===== src/rtl/csa_pkg.sv =====
package csa_pkg;

  localparam int VALUE_W = 32;
  localparam int TERM_W = 34;
  localparam int ACC_W = 46;
  localparam int SIM_W = 17;
  localparam int QUEUE_DEPTH = 2;
  localparam int FRAC_BITS_DEFAULT = 16;

  // Register indexes on the configuration port.
  localparam logic REG_THREE_WAY_MODE = 1'b0;

  // One finished vector waiting for its division.
  typedef struct packed {
    logic [ACC_W-1:0] num;
    logic [ACC_W-1:0] den;
    logic             three_way;
  } csa_entry_t;

  typedef struct packed {
    logic empty;
    logic full;
  } csa_queue_status_t;

  typedef enum logic [2:0] {
    BK_IDLE,
    BK_CHECK,
    BK_DIV,
    BK_DONE
  } csa_back_state_t;

endpackage


===== src/rtl/csa_front.sv =====
module csa_front (
  input  logic                                clk,
  input  logic                                rst,
  input  logic                                three_way_mode,
  input  logic                                in_valid,
  output logic                                in_ready,
  input  logic [csa_pkg::VALUE_W-1:0]         value_a,
  input  logic [csa_pkg::VALUE_W-1:0]         value_b,
  input  logic [csa_pkg::VALUE_W-1:0]         value_c,
  input  logic                                last_field,
  input  csa_pkg::csa_queue_status_t          queue_status,
  output logic                                push,
  output csa_pkg::csa_entry_t                 push_entry
);

  localparam int TW = csa_pkg::TERM_W;
  localparam int AW = csa_pkg::ACC_W;

  logic          t_valid;
  logic [TW-1:0] t_num;
  logic [TW-1:0] t_den;
  logic          t_last;
  logic          t_mode;

  logic [AW-1:0] acc_num;
  logic [AW-1:0] acc_den;

  logic [csa_pkg::VALUE_W-1:0] min_ab, min_ac, min_bc, min_abc;
  logic [TW-1:0] term_num, term_den;
  logic [AW:0]   sum_num, sum_den;
  logic [AW-1:0] sat_num, sat_den;
  logic          advance;

  always_comb begin
    min_ab  = (value_a < value_b) ? value_a : value_b;
    min_ac  = (value_a < value_c) ? value_a : value_c;
    min_bc  = (value_b < value_c) ? value_b : value_c;
    min_abc = (min_ab < value_c) ? min_ab : value_c;
    if (three_way_mode) begin
      term_num = TW'(min_ab) + TW'(min_ac) + TW'(min_bc) - TW'(min_abc);
      term_den = TW'(value_a) + TW'(value_b) + TW'(value_c);
    end else begin
      term_num = TW'(min_ab);
      term_den = TW'(value_a) + TW'(value_b);
    end
  end

  // A last item can only leave the term register when the queue has room.
  assign advance  = !(t_valid && t_last && queue_status.full);
  assign in_ready = advance;

  always_comb begin
    sum_num = {1'b0, acc_num} + (AW + 1)'(t_num);
    sum_den = {1'b0, acc_den} + (AW + 1)'(t_den);
    sat_num = sum_num[AW] ? {AW{1'b1}} : sum_num[AW-1:0];
    sat_den = sum_den[AW] ? {AW{1'b1}} : sum_den[AW-1:0];
  end

  assign push                 = t_valid && t_last && advance;
  assign push_entry.num       = sat_num;
  assign push_entry.den       = sat_den;
  assign push_entry.three_way = t_mode;

  always_ff @(posedge clk) begin
    if (rst) begin
      t_valid <= 1'b0;
    end else if (advance) begin
      t_valid <= in_valid;
    end
  end

  always_ff @(posedge clk) begin
    if (advance && in_valid) begin
      t_num  <= term_num;
      t_den  <= term_den;
      t_last <= last_field;
      t_mode <= three_way_mode;
    end
  end

  always_ff @(posedge clk) begin
    if (rst) begin
      acc_num <= '0;
      acc_den <= '0;
    end else if (t_valid && advance) begin
      if (t_last) begin
        acc_num <= '0;
        acc_den <= '0;
      end else begin
        acc_num <= sat_num;
        acc_den <= sat_den;
      end
    end
  end

endmodule


===== src/rtl/csa_queue.sv =====
module csa_queue (
  input  logic                       clk,
  input  logic                       rst,
  input  logic                       push,
  input  csa_pkg::csa_entry_t        push_entry,
  input  logic                       pop,
  output csa_pkg::csa_entry_t        head,
  output csa_pkg::csa_queue_status_t status
);

  localparam int Depth = csa_pkg::QUEUE_DEPTH;
  localparam int PtrW = (Depth > 1) ? $clog2(Depth) : 1;
  localparam int CntW = $clog2(Depth + 1);

  csa_pkg::csa_entry_t slots [Depth];
  logic [PtrW-1:0] wr_ptr, rd_ptr;
  logic [CntW-1:0] count;

  assign status.empty = (count == '0);
  assign status.full  = (count == CntW'(Depth));
  assign head         = slots[rd_ptr];

  always_ff @(posedge clk) begin
    if (push) begin
      slots[wr_ptr] <= push_entry;
    end
  end

  always_ff @(posedge clk) begin
    if (rst) begin
      wr_ptr <= '0;
      rd_ptr <= '0;
      count  <= '0;
    end else begin
      if (push) begin
        wr_ptr <= (wr_ptr == PtrW'(Depth - 1)) ? '0 : wr_ptr + 1'b1;
      end
      if (pop) begin
        rd_ptr <= (rd_ptr == PtrW'(Depth - 1)) ? '0 : rd_ptr + 1'b1;
      end
      case ({push, pop})
        2'b10:   count <= count + 1'b1;
        2'b01:   count <= count - 1'b1;
        default: count <= count;
      endcase
    end
  end

endmodule


===== src/rtl/csa_back.sv =====
module csa_back #(
  parameter int FRAC_BITS = csa_pkg::FRAC_BITS_DEFAULT
) (
  input  logic                         clk,
  input  logic                         rst,
  input  csa_pkg::csa_queue_status_t   queue_status,
  input  csa_pkg::csa_entry_t          head,
  output logic                         pop,
  output logic                         out_valid,
  input  logic                         out_ready,
  output logic [csa_pkg::SIM_W-1:0]    similarity,
  output logic                         zero_denominator
);

  localparam int AW = csa_pkg::ACC_W;
  localparam int WW = AW + 2;
  localparam int QW = FRAC_BITS + 1;
  localparam int CntW = $clog2(FRAC_BITS);
  localparam logic [QW-1:0] QOne = {1'b1, {FRAC_BITS{1'b0}}};

  csa_pkg::csa_back_state_t state, state_next;

  logic [WW-1:0]   n, d, r;
  logic [QW-1:0]   q;
  logic [CntW-1:0] cnt;
  logic            zero;

  logic [WW-1:0] n_load, d_load, r_shift;
  logic          r_ge;
  logic [QW-1:0] q_next;
  logic          load, start_div, step, finish_check, div_last;

  always_comb begin
    if (head.three_way) begin
      n_load = {2'b00, head.num} + {1'b0, head.num, 1'b0};
      d_load = {1'b0, head.den, 1'b0};
    end else begin
      n_load = {1'b0, head.num, 1'b0};
      d_load = {2'b00, head.den};
    end
  end

  // The partial remainder stays below the divisor, so its top bit is clear.
  assign r_shift  = {r[WW-2:0], 1'b0};
  assign r_ge     = (r_shift >= d);
  assign q_next   = {q[QW-2:0], r_ge};
  assign div_last = (cnt == CntW'(FRAC_BITS - 1));

  always_comb begin
    state_next   = state;
    load         = 1'b0;
    start_div    = 1'b0;
    step         = 1'b0;
    finish_check = 1'b0;
    case (state)
      csa_pkg::BK_IDLE: begin
        if (!queue_status.empty) begin
          load       = 1'b1;
          state_next = csa_pkg::BK_CHECK;
        end
      end
      csa_pkg::BK_CHECK: begin
        if (zero || n >= d) begin
          finish_check = 1'b1;
          state_next   = csa_pkg::BK_DONE;
        end else begin
          start_div  = 1'b1;
          state_next = csa_pkg::BK_DIV;
        end
      end
      csa_pkg::BK_DIV: begin
        step = 1'b1;
        if (div_last) begin
          state_next = csa_pkg::BK_DONE;
        end
      end
      csa_pkg::BK_DONE: begin
        if (out_ready) begin
          state_next = csa_pkg::BK_IDLE;
        end
      end
      default: state_next = csa_pkg::BK_IDLE;
    endcase
  end

  assign pop       = load;
  assign out_valid = (state == csa_pkg::BK_DONE);

  always_ff @(posedge clk) begin
    if (rst) begin
      state <= csa_pkg::BK_IDLE;
    end else begin
      state <= state_next;
    end
  end

  always_ff @(posedge clk) begin
    if (load) begin
      n    <= n_load;
      d    <= d_load;
      zero <= (head.den == '0);
    end
    if (finish_check) begin
      similarity       <= zero ? '0 : csa_pkg::SIM_W'(QOne);
      zero_denominator <= zero;
    end
    if (start_div) begin
      r   <= n;
      q   <= '0;
      cnt <= '0;
    end
    if (step) begin
      r   <= r_ge ? r_shift - d : r_shift;
      q   <= q_next;
      cnt <= cnt + 1'b1;
      if (div_last) begin
        similarity       <= csa_pkg::SIM_W'(q_next);
        zero_denominator <= 1'b0;
      end
    end
  end

endmodule


===== src/rtl/czekanowski_similarity_accumulator.sv =====
// Czekanowski similarity accumulator. Each item carries one element of two
// or three nonnegative vectors, and a vector streams in at one item per
// clock unless in_ready stalls it. The item marked last_field closes the
// vector; its sums pass through a two-entry queue to a restoring divider
// that produces one quotient bit per cycle. Short vectors throttle the
// input once the queue fills. A result passes from the term register
// through the queue and the check state, and through the divider only when
// the ratio lies below one. The mode register selects two-way (0) or
// three-way (1) and is written over the APB port at address 0; the user
// must write it only while the block is idle, as the block itself does not
// enforce this.
module czekanowski_similarity_accumulator #(
  parameter int FRAC_BITS = csa_pkg::FRAC_BITS_DEFAULT
) (
  input  logic                         clk,
  input  logic                         rst,
  input  logic                         psel,
  input  logic                         penable,
  input  logic                         pwrite,
  input  logic [2:0]                   paddr,
  input  logic [31:0]                  pwdata,
  output logic [31:0]                  prdata,
  output logic                         pready,
  input  logic                         in_valid,
  output logic                         in_ready,
  input  logic [csa_pkg::VALUE_W-1:0]  value_a,
  input  logic [csa_pkg::VALUE_W-1:0]  value_b,
  input  logic [csa_pkg::VALUE_W-1:0]  value_c,
  input  logic                         last_field,
  output logic                         out_valid,
  input  logic                         out_ready,
  output logic [csa_pkg::SIM_W-1:0]    similarity,
  output logic                         zero_denominator
);

  logic three_way_mode;
  logic reg_index;

  csa_pkg::csa_queue_status_t queue_status;
  csa_pkg::csa_entry_t        push_entry, head;
  logic                       push, pop;

  assign pready    = 1'b1;
  assign reg_index = paddr[2];

  always_ff @(posedge clk) begin
    if (rst) begin
      three_way_mode <= 1'b0;
    end else if (psel && penable && pwrite && pready &&
                 reg_index == csa_pkg::REG_THREE_WAY_MODE) begin
      three_way_mode <= pwdata[0];
    end
  end

  always_comb begin
    case (reg_index)
      csa_pkg::REG_THREE_WAY_MODE: prdata = {31'b0, three_way_mode};
      default:                     prdata = '0;
    endcase
  end

  csa_front u_front (
    .clk            (clk),
    .rst            (rst),
    .three_way_mode (three_way_mode),
    .in_valid       (in_valid),
    .in_ready       (in_ready),
    .value_a        (value_a),
    .value_b        (value_b),
    .value_c        (value_c),
    .last_field     (last_field),
    .queue_status   (queue_status),
    .push           (push),
    .push_entry     (push_entry)
  );

  csa_queue u_queue (
    .clk        (clk),
    .rst        (rst),
    .push       (push),
    .push_entry (push_entry),
    .pop        (pop),
    .head       (head),
    .status     (queue_status)
  );

  csa_back #(
    .FRAC_BITS (FRAC_BITS)
  ) u_back (
    .clk              (clk),
    .rst              (rst),
    .queue_status     (queue_status),
    .head             (head),
    .pop              (pop),
    .out_valid        (out_valid),
    .out_ready        (out_ready),
    .similarity       (similarity),
    .zero_denominator (zero_denominator)
  );

  // The queue is never written when full nor read when empty.
  assert property (@(posedge clk) disable iff (rst)
    !(push && queue_status.full) && !(pop && queue_status.empty))
    else $error("queue overrun or underrun");

  assert property (@(posedge clk) disable iff (rst)
    !(queue_status.full && queue_status.empty))
    else $error("queue reports full and empty together");

  // A zero denominator always comes with a zero similarity.
  assert property (@(posedge clk) disable iff (rst)
    (out_valid && zero_denominator) |-> (similarity == '0))
    else $error("zero denominator with nonzero similarity");

endmodule

===== config.mk =====
export PLATFORM = sky130hd
export DESIGN_NAME = czekanowski_similarity_accumulator
export DESIGN_NICKNAME = d
export VERILOG_FILES = /design/src/rtl/csa_pkg.sv /design/src/rtl/csa_front.sv /design/src/rtl/csa_queue.sv /design/src/rtl/csa_back.sv /design/src/rtl/czekanowski_similarity_accumulator.sv
export SDC_FILE = /design/constraint.sdc
export NUM_CORES = 2
export LEC_CHECK = 0
export BUFFER_PORTS_ARGS = -buffer_cell sky130_fd_sc_hd__buf_2
export CORE_MARGIN = 2
export CORE_UTILIZATION = 50
export CTS_BUF_LIST = sky130_fd_sc_hd__clkbuf_4
export DETAILED_ROUTE_END_ITERATION = 10
export MAX_ROUTING_LAYER = met4
export PLACE_DENSITY = 0.8
export SYNTH_ARGS = -nofsm -noshare
export SYNTH_HDL_FRONTEND = slang
export SYNTH_SLANG_ARGS = --single-unit

===== constraint.sdc =====
create_clock -name clk -period 7.75 [get_ports clk]
set_input_delay 0.775 -clock clk [delete_from_list [all_inputs] [get_ports clk]]
set_output_delay 0.775 -clock clk [all_outputs]
set_load 0.05 [all_outputs]

==> metrics.cfg <==
[routing]
drt_wl_total_um=119200
vias=38630
drt_iter0_drc=3094
via_per_inst=5.893
drc=0
drtPass1Iterations=6
ant_nets=0
post_drt_wl_per_cell_um=18.18

[sta]
tightest_slew_ps=1254
period_share_pct=97.83
fmax_mhz=131.9
hold_viol_final=0
fin_skew_ps=85.03
period_minus_slack_ps=7582
slew_headroom_pct=16.07
holdWs_ps=139.8
slew_viol_final=0
setup_violations=0
rsz0062_at_grt=no

[floorplan]
start_util_pct=50.38
die_w_um=302.2
die_h_um=302.2
dieArea_um2=91320
num_io_pins=192
rows=109
coreArea_um2=88240

[setup_path]
cp_top_family=compound AO/OA/AOI/OAI gates
critPathRequiredTime_ps=8360
end_kind=register
crit_fanout=9
cp_num_buf_inv=5
crit_slowest_cell=fa_1
cp-start-kind=input port
cp.arrival_ps=8190
critical_path.max_stage_delay_ps=530
crit_type=input port to register

[layout]
multi_input_area_um2=27930
drive_gt1_share_pct=17.56
layout_commonest_cell=ha_1
nFillCells=7533
num-nets-final=5928
syn_to_final_growth_pct=14.39
final_cell_mix=452 x ha_1, 419 x edfxtp_1, 398 x a21oi_1
seq_area_um2=14970
design_area_um2=50860

[synthesis]
netlist_area_um2=44460
ys_ff_latch=538
synth.avg_cell_area_um2=9.216
synth-edff-count=419
ys_seq_area_share_pct=33.66
synth_ff_type=edfxtp_1
async_reset_ff_share_pct=0
synthCells=4824
ys_warn_count=0
yosysUniqueCellTypes=103

[cts]
clock_latency_ps=920
cts_tree=yes
cts-htree-levels=4
clkTransAtPathRegs_ps=70
cts_root_buffer=clkbuf_4
clk_path_buf_depth=3
clock_sinks=538
cts_buffers=131

[placed_design]
io_buffers=126
place.gp.congestion=0.9708
placed_area_um2=48940
post-dp-hpwl_um=93450

[pwr]
peakVddDrop_mv=0.2262
power.density_nw_per_um2=305.2
leakagePower_nw=22.20

[grt]
busiest_layer=met2
grtUsageMet1_pct=33.52
grt_pass1_wl_um=189700
antenna_found_initial=2
grt_overflow=0
grt_util_met2_pct=43.33
grtUsageMet3_pct=2.485
grt.total_usage_pct=26.47
grt_pass1_vias=37310
grt_max_degree=92

[outcome]
status=finished, final reports clean

[flow_run]
timing.max_cap.violations=0

[min_path]
worstHoldPathType=input port to register

sequential cells by signal, summed over array words and instances, names as in the netlist, 2 cells and up, named ones only:
register,cells
u_queue.count,2
u_front.t_den,34
u_back.n,48
u_back.state,2
u_front.acc_num,46
u_queue.slots,186
u_back.similarity,17
u_front.acc_den,46
u_back.r,47
u_back.cnt,4
u_back.d,47
u_front.t_num,34
u_back.q,16
worst paths after layout:
| check | endpoint | slack, ps | cells after the start | startpoint |
|---|---|---|---|---|
| worst max register to register | u_back.n[44] | 2730 | 13 | register |
| worst min register to register | u_back.similarity[13] | 480 | 1 | u_back.similarity[13] |
| worst min-delay path | u_front.t_valid | 140 | 3 | in_valid |
| worst max-delay path | u_front.t_num[31] | 170 | 36 | value_a[1] |
worst min-delay path: cells and delay by family:
family                 cells  cell delay [ps]
AOI/OAI and AO/OA          1               50
buffers and inverters      2              150
synth_stat cells (39+ instances only):
library cell	n	area, um^2
o211ai_1	53	397.9
dfxtp_1	119	2382
a22o_1	82	718.2
ha_1	470	5881
a21oi_1	403	2017
edfxtp_1	419	12580
mux2i_1	96	960.9
and2_1	45	281.5
a211oi_1	74	555.5
o21ai_0	247	1236
nand3_1	107	535.5
nor2_1	291	1092
inv_1	307	1152
clkbuf_1	141	529.3
a31oi_1	107	669.4
o21bai_1	50	375.4
and3_1	48	300.3
nand2_1	380	1426
nor3_1	58	290.3
nand2b_1	57	356.6
fa_1	39	780.8
mux2_2	125	1408
xnor2_1	140	1226
o21a_1	58	435.4
a21o_1	183	1374
xor2_1	92	805.8
nor2b_1	107	669.4
nand4_1	82	513.0
final cells by class:
class / instances / area share, %
Multi-Input combinational cell: 3794 / 54.92
Sequential cell: 538 / 29.44
Timing Repair Buffer: 508 / 7.046
Tap cell: 1165 / 2.866
Clock buffer: 184 / 2.716
Inverter: 307 / 2.266
Clock inverter: 57 / 0.7381
Antenna cell: 2 / 0.009841
layer usage:
layer / part of all wire (%) / vias to the layer above
met2: 47 / 1356
li1: - / 18920
met5: 0 / -
met4: 3.7 / 0
met3: 5.8 / 256
met1: 43 / 18100
kinds of logic (layout without fill, tap and decap cells):
logic type / after synthesis / count (layout) / synth area share [%]
compound gates: 1470 / 1470 / 21.80
simple gates: 1330 / 1330 / 14.86
flops: 538 / 538 / 33.66
buf+inv: 522 / 1056 / 4.781
fa+ha+maj: 509 / 509 / 14.98
xor+xnor: 232 / 232 / 4.570
mux: 221 / 221 / 5.327
other cells: 2 / 34 / 0.01689
metrics by stage:
stage          setup slack (ps)  instances  util, %  power [mW]  setup TNS, ps
2_1_floorplan             17.08       4854        -       10.32              0
3_3_place_gp             -961.6       6311    55.46       12.70         -13660
3_5_place_dp              -1074       6311    55.46       12.91         -15440
4_1_cts                   28.83       6553    57.47       15.41              0
5_1_grt                   2.358       6555    57.64       16.76              0
6_report                  168.5       6555    57.64       15.52              0
timing repair:
action / CTS / global route
pin swaps: 0 / 9
buffers inserted: 0 / 0
resized for setup: 2 / 32
hold buffers: 1 / 0
setup endpoints to repair: 3 / 7
hold endpoints to repair: 1 / 0
report_power, final:
part,internal (mW),total (mW),switching (mW)
sequential,3.86,4.13,0.265
clock,1.25,2.42,1.17
combinational,3.97,8.97,5.00
total,9.09,15.5,6.43
No activity file was read; power rests on OpenSTA's default activity.
